**src/hw/rtl/cst_pkg.sv**
```systemverilog
// Shared types and codes for the compacting slot table.
// Used by cst_shift and compacting_slot_table; no dependencies.
`timescale 1ns / 1ps

package cst_pkg;

    typedef logic [1:0] cmd_t;
    typedef logic [2:0] status_t;

    localparam cmd_t CMD_ACTIVATE = 2'd0;
    localparam cmd_t CMD_DELETE   = 2'd1;
    localparam cmd_t CMD_READ     = 2'd2;
    localparam cmd_t CMD_COUNT    = 2'd3;

    localparam status_t ST_OK          = 3'd0;
    localparam status_t ST_FULL        = 3'd1;
    localparam status_t ST_NO_MATERIAL = 3'd2;
    localparam status_t ST_NOT_PACKED  = 3'd3;
    localparam status_t ST_RANGE       = 3'd4;
    localparam status_t ST_EMPTY       = 3'd5;

    localparam int MAT_W = 16;

    // Request from the command sequencer to the shift engine.
    typedef struct packed {
        logic go;
    } shf_req_t;

    // Shift engine status and its claim on the slot memory.
    typedef struct packed {
        logic busy;
        logic rd_en;
        logic wr_en;
    } shf_stat_t;

endpackage

```
**src/hw/rtl/cst_ram.sv**
```systemverilog
// Generic single-write, single-read RAM with registered read data.
// No dependencies.
`timescale 1ns / 1ps

module cst_ram #(
    parameter int WIDTH = 16,
    parameter int DEPTH = 8
) (
    input  logic                     aclk,
    input  logic                     we,
    input  logic [$clog2(DEPTH)-1:0] waddr,
    input  logic [WIDTH-1:0]         wdata,
    input  logic                     re,
    input  logic [$clog2(DEPTH)-1:0] raddr,
    output logic [WIDTH-1:0]         rdata
);

    logic [WIDTH-1:0] mem [DEPTH];
    logic [WIDTH-1:0] rdata_reg;

    always_ff @(posedge aclk) begin
        if (we) begin
            mem[waddr] <= wdata;
        end
        if (re) begin
            rdata_reg <= mem[raddr];
        end
    end

    assign rdata = rdata_reg;

endmodule

```
**src/hw/rtl/cst_shift.sv**
```systemverilog
// Shift engine: moves slot entries down by one, one entry per read/write pair.
// Depends on cst_pkg; drives one port pair of cst_ram through the top level.
`timescale 1ns / 1ps

module cst_shift #(
    parameter int AW = 3
) (
    input  logic                  aclk,
    input  logic                  aresetn,
    input  cst_pkg::shf_req_t     req,
    input  logic [AW-1:0]         first,
    input  logic [AW-1:0]         last,
    input  logic [cst_pkg::MAT_W-1:0] rd_data,
    output cst_pkg::shf_stat_t    stat,
    output logic [AW-1:0]         rd_addr,
    output logic [AW-1:0]         wr_addr,
    output logic [cst_pkg::MAT_W-1:0] wr_data
);

    import cst_pkg::*;

    logic          busy_reg, busy_next;
    logic          phase_reg, phase_next;
    logic [AW-1:0] ptr_reg, ptr_next;
    logic [AW-1:0] last_reg, last_next;
    logic [AW-1:0] ptr_inc;

    assign ptr_inc = ptr_reg + AW'(1);

    always_comb begin
        busy_next  = busy_reg;
        phase_next = phase_reg;
        ptr_next   = ptr_reg;
        last_next  = last_reg;
        if (!busy_reg) begin
            if (req.go) begin
                ptr_next   = first;
                last_next  = last;
                phase_next = 1'b0;
                busy_next  = (first != last);
            end
        end else if (!phase_reg) begin
            phase_next = 1'b1;
        end else begin
            // write done: advance, stop once the last entry has moved down
            ptr_next   = ptr_inc;
            phase_next = 1'b0;
            if (ptr_inc == last_reg) begin
                busy_next = 1'b0;
            end
        end
    end

    always_ff @(posedge aclk) begin
        if (!aresetn) begin
            busy_reg  <= 1'b0;
            phase_reg <= 1'b0;
        end else begin
            busy_reg  <= busy_next;
            phase_reg <= phase_next;
        end
        ptr_reg  <= ptr_next;
        last_reg <= last_next;
    end

    assign stat.busy  = busy_reg;
    assign stat.rd_en = busy_reg & ~phase_reg;
    assign stat.wr_en = busy_reg & phase_reg;
    assign rd_addr    = ptr_inc;
    assign wr_addr    = ptr_reg;
    assign wr_data    = rd_data;

endmodule

```
**src/hw/rtl/compacting_slot_table.sv**
```systemverilog
// Compacting slot table: a packed table of material handles with activate,
// delete, read and count commands. Depends on cst_pkg, cst_ram, cst_shift.
//
// Usage:
//   The s_ channel takes one command word per valid/ready handshake; the
//   m_ channel returns exactly one result word for each command.
//   The block handles one word at a time: s_ready is high only while it is
//   idle, and it stays low from acceptance until the result word is taken.
// Result path (from the accept edge to m_valid):
//   activate, count, rejected commands, read of an empty slot: the result
//   is registered straight into S_OUT. Read of an occupied slot passes
//   through S_READ (registered memory read) first. Delete of slot idx waits
//   in S_SHIFT while the shift engine moves the entries above idx down; the
//   shift engine moves one entry per read/write pair over the single
//   memory port pair.
// Stall: while m_ready is low the result word is held and no command is taken.
// Reset: aresetn (synchronous, active low) empties the table and clears the
//   wireframe flag at once; no clearing pass is needed.
`timescale 1ns / 1ps

module compacting_slot_table #(
    parameter int SLOT_COUNT = 8
) (
    input  logic             aclk,
    input  logic             aresetn,
    input  logic             s_valid,
    output logic             s_ready,
    input  cst_pkg::cmd_t    s_command,
    input  logic [15:0]      s_material_id,
    input  logic             s_material_present,
    input  logic             s_material_packed,
    input  logic [3:0]       s_slot_index,
    output logic             m_valid,
    input  logic             m_ready,
    output cst_pkg::status_t m_status,
    output logic [2:0]       m_slot_out,
    output logic [15:0]      m_material_out,
    output logic             m_occupied,
    output logic [3:0]       m_used_count,
    output logic             m_wireframe
);

    import cst_pkg::*;

    localparam int AW   = $clog2(SLOT_COUNT);
    localparam int CW   = $clog2(SLOT_COUNT + 1);
    localparam int CMPW = (CW > 4) ? CW : 4;

    localparam logic [1:0] S_IDLE  = 2'd0;
    localparam logic [1:0] S_READ  = 2'd1;
    localparam logic [1:0] S_SHIFT = 2'd2;
    localparam logic [1:0] S_OUT   = 2'd3;

    logic [1:0]       state_reg, state_next;
    logic [CW-1:0]    used_reg, used_next;
    logic             wf_reg, wf_next;
    status_t          status_reg, status_next;
    logic [2:0]       slot_reg, slot_next;
    logic [MAT_W-1:0] mat_reg, mat_next;
    logic             occ_reg, occ_next;

    logic             accept;
    logic             full;
    logic             idx_bad;
    logic             idx_used;
    logic [AW-1:0]    idx_addr;

    logic             top_we, top_re;
    shf_req_t         shf_req;
    shf_stat_t        shf_stat;
    logic [AW-1:0]    shf_rd_addr, shf_wr_addr;
    logic [MAT_W-1:0] shf_wr_data;

    logic             ram_we, ram_re;
    logic [AW-1:0]    ram_waddr, ram_raddr;
    logic [MAT_W-1:0] ram_wdata, ram_rdata;

    assign accept   = s_valid & s_ready;
    assign full     = (used_reg == CW'(SLOT_COUNT));
    assign idx_bad  = (CMPW'(s_slot_index) >= CMPW'(SLOT_COUNT));
    assign idx_used = (CMPW'(s_slot_index) < CMPW'(used_reg));
    assign idx_addr = AW'(s_slot_index);

    always_comb begin
        state_next  = state_reg;
        used_next   = used_reg;
        wf_next     = wf_reg;
        status_next = status_reg;
        slot_next   = slot_reg;
        mat_next    = mat_reg;
        occ_next    = occ_reg;
        top_we      = 1'b0;
        top_re      = 1'b0;
        shf_req.go  = 1'b0;
        case (state_reg)
            S_IDLE: begin
                if (accept) begin
                    status_next = ST_OK;
                    slot_next   = 3'd0;
                    mat_next    = '0;
                    occ_next    = 1'b0;
                    state_next  = S_OUT;
                    case (s_command)
                        CMD_ACTIVATE: begin
                            if (full) begin
                                status_next = ST_FULL;
                            end else if (!s_material_present) begin
                                status_next = ST_NO_MATERIAL;
                            end else if (!s_material_packed) begin
                                status_next = ST_NOT_PACKED;
                            end else begin
                                top_we    = 1'b1;
                                slot_next = 3'(used_reg);
                                mat_next  = s_material_id;
                                occ_next  = 1'b1;
                                used_next = used_reg + CW'(1);
                                if (used_reg == '0) begin
                                    wf_next = 1'b0;
                                end
                            end
                        end
                        CMD_DELETE: begin
                            if (idx_bad) begin
                                status_next = ST_RANGE;
                            end else begin
                                slot_next = 3'(s_slot_index);
                                if (!idx_used) begin
                                    status_next = ST_EMPTY;
                                end else begin
                                    // deleting slot 0 as the last entry sets wireframe
                                    if (s_slot_index == 4'd0 && used_reg <= CW'(1)) begin
                                        wf_next = 1'b1;
                                    end
                                    used_next  = used_reg - CW'(1);
                                    shf_req.go = 1'b1;
                                    state_next = S_SHIFT;
                                end
                            end
                        end
                        CMD_READ: begin
                            if (idx_bad) begin
                                status_next = ST_RANGE;
                            end else begin
                                slot_next = 3'(s_slot_index);
                                if (idx_used) begin
                                    top_re     = 1'b1;
                                    occ_next   = 1'b1;
                                    state_next = S_READ;
                                end
                            end
                        end
                        default: begin
                            // count: result carries only the used count
                        end
                    endcase
                end
            end
            S_READ: begin
                mat_next   = ram_rdata;
                state_next = S_OUT;
            end
            S_SHIFT: begin
                if (!shf_stat.busy) begin
                    state_next = S_OUT;
                end
            end
            S_OUT: begin
                if (m_ready) begin
                    state_next = S_IDLE;
                end
            end
            default: begin
                state_next = S_IDLE;
            end
        endcase
    end

    always_ff @(posedge aclk) begin
        if (!aresetn) begin
            state_reg <= S_IDLE;
            used_reg  <= '0;
            wf_reg    <= 1'b0;
        end else begin
            state_reg <= state_next;
            used_reg  <= used_next;
            wf_reg    <= wf_next;
        end
        status_reg <= status_next;
        slot_reg   <= slot_next;
        mat_reg    <= mat_next;
        occ_reg    <= occ_next;
    end

    // hand the memory to the shift engine while it runs
    assign ram_we    = shf_stat.busy ? shf_stat.wr_en : top_we;
    assign ram_waddr = shf_stat.busy ? shf_wr_addr : AW'(used_reg);
    assign ram_wdata = shf_stat.busy ? shf_wr_data : s_material_id;
    assign ram_re    = shf_stat.busy ? shf_stat.rd_en : top_re;
    assign ram_raddr = shf_stat.busy ? shf_rd_addr : idx_addr;

    cst_shift #(
        .AW(AW)
    ) u_shift (
        .aclk    (aclk),
        .aresetn (aresetn),
        .req     (shf_req),
        .first   (idx_addr),
        .last    (AW'(used_reg - CW'(1))),
        .rd_data (ram_rdata),
        .stat    (shf_stat),
        .rd_addr (shf_rd_addr),
        .wr_addr (shf_wr_addr),
        .wr_data (shf_wr_data)
    );

    cst_ram #(
        .WIDTH(MAT_W),
        .DEPTH(SLOT_COUNT)
    ) u_ram (
        .aclk  (aclk),
        .we    (ram_we),
        .waddr (ram_waddr),
        .wdata (ram_wdata),
        .re    (ram_re),
        .raddr (ram_raddr),
        .rdata (ram_rdata)
    );

    assign s_ready        = (state_reg == S_IDLE);
    assign m_valid        = (state_reg == S_OUT);
    assign m_status       = status_reg;
    assign m_slot_out     = slot_reg;
    assign m_material_out = mat_reg;
    assign m_occupied     = occ_reg;
    assign m_used_count   = 4'(used_reg);
    assign m_wireframe    = wf_reg;

endmodule
```
**config.mk**
```make
export PLATFORM = sky130hd
export DESIGN_NAME = compacting_slot_table
export DESIGN_NICKNAME = d
export VERILOG_FILES = /design/src/hw/rtl/cst_pkg.sv /design/src/hw/rtl/cst_ram.sv /design/src/hw/rtl/cst_shift.sv /design/src/hw/rtl/compacting_slot_table.sv
export SDC_FILE = /design/constraint.sdc
export NUM_CORES = 1
export LEC_CHECK = 0
export ABC_AREA = 1
export ABC_CLOCK_PERIOD_IN_PS = 2700
export BUFFER_PORTS_ARGS = -buffer_cell sky130_fd_sc_hd__buf_2
export CAP_MARGIN = 10
export CORE_MARGIN = 4
export CORE_UTILIZATION = 30
export CTS_CLUSTER_DIAMETER = 200
export DETAILED_ROUTE_END_ITERATION = 7
export GPL_TIMING_DRIVEN = 0
export SETUP_SLACK_MARGIN = 0.3
export SLEW_MARGIN = 20
export SYNTH_ARGS = -nofsm -noshare
export SYNTH_HDL_FRONTEND = slang
export SYNTH_SLANG_ARGS = --single-unit
```
**constraint.sdc**
```tcl
create_clock -name aclk -period 2.7 [get_ports aclk]
set_input_delay 0.405 -clock aclk [delete_from_list [all_inputs] [get_ports aclk]]
set_output_delay 0.405 -clock aclk [all_outputs]
set_load 0.1 [all_outputs]
```
Word-level counts from Yosys, hierarchy flattened
Memories as Yosys holds them, arrays and structs flattened. A register that Yosys moved wholly into a read port is not among the register bits. Cells that the tools add are included.

Register bits after elaboration: 38. Memories kept: 1. RAM bits: 128. Word-level logic and storage cells: 131. Input port bits: 28.

Memories: u_ram.mem (words 8, width 16, read ports 1, clocked after memory_dff 1, write ports 1, line cst_ram.sv:18) `logic [WIDTH-1:0] mem [DEPTH];`.

Order comparisons: 3. Reductions and logical operators: 16. Bitwise gates (word level): 5. Add/subtract/negate cells: 3. Mux-type cells: 73. Equality and inequality tests: 19.

Operator list (count): $mux 16 (6); $mux 3 (12); $mux 1 (34); $pmux 16 s2 (1); $mux 4 (5); $ne 2x2->1 const B (9); $mux 2 (8); $reduce_and 10->1 (1); $pmux 3 s3 (1); $logic_not 4->1 (2); $pmux 2 s4 (1); $pmux 4 s2 (1); $reduce_and 2->1 (4); $reduce_and 8->1 (1); $eq 2x2->1 const B (3); $pmux 3 s2 (1); $reduce_bool 2->1 (3); $add 4x1->4 const B (1); $eq 2x1->1 const B (2); $eq 4x4->1 const B (1); $ge 4x4->1 const B (1); $le 4x1->1 const B (1); $logic_not 2->1 (2); $lt 4x4->1 (1); other kinds (12) (17).

Depth between registers and ports, before layout
Word-level depth: 9. Depth in mapped cells: 12. Gate-level depth less buffers: 12.

Modules after synthesis
From an unflattened synthesis, not the netlist that was laid out.

Cell total of the unflattened synthesis: 954. Area total of the unflattened synthesis: 8863.5 um^2.

Modules (own cells, without submodules): cst_ram (instances 1, area each 6149.6 um^2, cells an instance 587, seq. area each 4324.1 um^2); compacting_slot_table (instances 1, area each 2145.8 um^2, cells an instance 297, seq. area each 830.8 um^2); cst_shift (instances 1, area each 568.0 um^2, cells an instance 70, seq. area each 220.2 um^2).

Worst setup path after synthesis
Ideal clock, no wire load.

Path type: register to register. Start: register used_reg[0] (netlist: m_used_count[0]). End: memory u_ram.mem[1][0] (enable). Stages on the path, launching flop included: 10. Data arrival time: 2.946 ns. Setup slack: -0.634 ns. Cell sequence: dfxtp_1 -> inv_1 -> ha_1 -> nand3_2 -> inv_2 -> nor3_2 -> inv_2 -> o21ai_2 -> nand2_2 -> nor2_1.

Longest elaborated chain between the ends: 8. Elaborated cells on any way between the ends: 9. Those cells by class: 1 x eq/ne; 8 x mux.

RTL lines: start, declared (line compacting_slot_table.sv:55) `logic [CW-1:0] used_reg, used_next;`; start signal, assigned (line compacting_slot_table.sv:185) `used_reg <= used_next;`; $eq 4x4->1 (line compacting_slot_table.sv:79) `assign full = (used_reg == CW'(SLOT_COUNT));`; $mux 1 (line compacting_slot_table.sv:105) `if (full) begin`; $mux 1 (line compacting_slot_table.sv:103) `case (s_command)`; $mux 1 (line compacting_slot_table.sv:97) `if (accept) begin`; $mux 1 (line compacting_slot_table.sv:95) `case (state_reg)`; $mux 1 (line compacting_slot_table.sv:195) `assign ram_we = shf_stat.busy ? shf_stat.wr_en : top_we;`; $mux 1 (line cst_ram.sv:22) `if (we) begin`; $mux 1 (not written as such) (line cst_ram.sv:23) `mem[waddr] <= wdata;`; end, declared (line cst_ram.sv:18).

Several ways; a longest one is shown, not always the timed one.

Worst setup path after layout
Start: register used_reg[0] (netlist: m_used_count[0]). End: memory u_ram.mem[1][2] (enable).

The elaborated chain is that of the path after synthesis.

==> flow_summary.yaml <==
run_status:
  status: "finished, final reports clean"
finish:
  largest_reg_flops: 128
  nets: 917
  num_antenna_cells: 0
  syn_to_final_growth_pct: 19.0
  drive_gt1_frac: 0.180
die:
  ios: 58
  die_area_sq_um: 30800
  die_w_um: 175
  num_rows: 61
  start_util: 0.304
  dieHeight_um: 175
  core_area_sq_um: 27700
logic_synthesis:
  async_flop_share: 0
  syn_area_sq_um: 8410
  synth-main-ff-cell: "edfxtp_1"
  seq_area_frac_synth: 0.639
  syn-num-nets: 832
  synthCells: 787
  synth_area_leader_cell: "edfxtp_1"
  ys_ff_latch: 182
  syn_area_per_cell_sq_um: 10.7
  ys_types: 32
  synth_area_leaders: "edfxtp_1, nand2_1, inv_1, o211ai_1, ha_1"
  synth_top_area_share: 0.618
  synth_edf_count: 173
  synth_warnings: 0
routing:
  dr.pass1.iters: 5
  ant_nets: 0
  drc: 0
  wl_per_cell_um: 14.3
  wirelength_um: 18100
  num_vias: 5504
  viasPerCell: 4.36
  drt_iter0_markers: 340
clock_network:
  cts_tree: "yes"
  cts_hold_buf: 0
  clk_latency_ns: 0.43
  cts_root_buffer: "clkbuf_16"
  htreeDepth: 4
  cts_buffers: 17
  clkTransAtPathRegs_ns: 0.07
  cts_buffer_depth: 2
  clock-sinks: 182
pwr:
  p_per_area_nw_per_um2: 758
  peakVddDrop_mv: 0.261
  total_power_mw: 7.59
  p_leak_nw: 4.01
timing:
  slew_violations: 0
  period_minus_slack_ns: 2.25
  slew_headroom: 0.274
  rsz0062_at_grt: "false"
  max_freq_mhz: 445
  fin_skew_ns: 0.00817
  hold_violations: 0
  worst_slew_pin_slew_ns: 1.08
  final.setup.tns_ns: 0
  hold_ws_ns: 0.264
  fin_crit_sh: 0.833
  setup_viol: 0
global_route:
  grt_pass1_wl_um: 28700
  grtUsageTotal: 0.120
  grt_overflow: 0
  grt_pass1_vias: 5426
  antenna_found_initial: 0
  grt_max_degree: 18
setup_path:
  critPathRequiredTime_ns: 2.84
  reg2regPathDepth: 10
  crit_type: "register to register"
  arrival_ns: 2.39
  endpoint_kind: "register"
  start_kind: "register"
  cp_max_fo: 16
place:
  hpwlAfterDp_um: 13300
  port_buffers: 57
  gp_congestion: 0.786
worst_hold_path:
  holdPathStages: 3
  hp-class: "input port to register"
job:
  cap_violations: 0
cell usage in the layout (no fill, tap or decap), types with 4 or more instances in the layout:
cell / count
o21ai_1: 25
inv_2: 6
o21ai_4: 4
nor2_1: 20
nand2_1: 190
clkinv_1: 4
clkbuf_1: 6
buf_12: 9
a21oi_1: 30
edfxtp_1: 173
ha_1: 16
nand3_1: 33
dfxtp_1: 5
nor2_4: 4
clkbuf_16: 17
buf_6: 15
inv_1: 123
o21ai_0: 38
buf_2: 66
o211ai_1: 48
buf_4: 5
inv_6: 4
clkinvlp_4: 6
per-layer routing:
layer | vias to the layer above | routed length (um) | track usage
li1 | 2822 | - | -
met1 | 2533 | 8380 | 0.153
met2 | 125 | 8480 | 0.198
met3 | 24 | 830 | 0.0267
met4 | 0 | 434 | 0.0481
met5 | - | 0 | 0
synth_stat cells (all sizes together), types with 2 or more instances:
cell type / number
a21oi: 30
buf: 29
clkbuf: 5
dfxtp: 9
edfxtp: 173
ha: 17
inv: 134
nand2: 195
nand3: 35
nand4: 3
nor2: 25
nor3: 4
o211ai: 48
o21ai: 68
or2: 2
xnor2: 3
xor2: 3
timing repair:
item	in CTS	in global routing
endpoints found under the setup margin	144	152
setup buffers	5	4
pin swaps	4	1
gates resized for setup	4	6
stage by stage:
step	cell area, sq um	std cells	utilization	worst slack, ns
final	10000	1263	0.361	0.450
after global placement	9230	1222	0.333	-0.200
after global routing	10000	1263	0.361	0.334
after detailed placement	9240	1222	0.333	0.0404
after CTS	9900	1259	0.357	0.175
after floorplan	8480	787	-	0.393
report_power, final:
| group | switching [mW] | leakage, nW | total [mW] | internal (mW) |
|---|---|---|---|---|
| combinational | 1.55 | 2.09 | 1.91 | 0.366 |
| clock | 1.12 | 0.263 | 2.32 | 1.21 |
| sequential | 0.0518 | 1.65 | 3.35 | 3.30 |
| total | 2.72 | 4.01 | 7.59 | 4.87 |
critical path, stage by stage (launching register included):
cell and delay, ns:
dfxtp_4 0.41, inv_1 0.15, ha_1 0.26, nand3_2 0.10
inv_2 0.04, nor3_2 0.19, inv_2 0.08, o21ai_4 0.24
nand2_4 0.15, nor2_4 0.16, buf_12 0.17
worst paths after layout:
path,startpoint,end,slack [ns]
setup / recovery,m_used_count[0]$_SDFFE_PN0P_,u_ram.mem[1][2]$_DFFE_PP_,0.45
hold / removal,aresetn,m_wireframe$_SDFFE_PN0P_,0.26
setup reg to reg,m_used_count[0]$_SDFFE_PN0P_,u_ram.mem[1][2]$_DFFE_PP_,0.45
hold reg to reg,m_wireframe$_SDFFE_PN0P_,m_wireframe$_SDFFE_PN0P_,0.48
cell families after synthesis:
family | after synthesis | share of synthesized area
xor gates and xnor gates | 6 | 0.00625
adders and majority gates | 17 | 0.0253
buffers and inverters | 169 | 0.0924
DFF | 182 | 0.639
and+or+nand+nor | 264 | 0.130
AOI/OAI and AO/OA | 149 | 0.107
cell type report:
type                       count  area [sq um]
tap                          378           473
buffer                        34           270
inverter                     135           524
clock inverter                14           120
clock buffer                  18           429
sequential                   182          5390
fill                        2677         17700
multi-input combinational    436          2340
timing repair buffer          66           465
No activity file was read; power rests on OpenSTA's default activity.
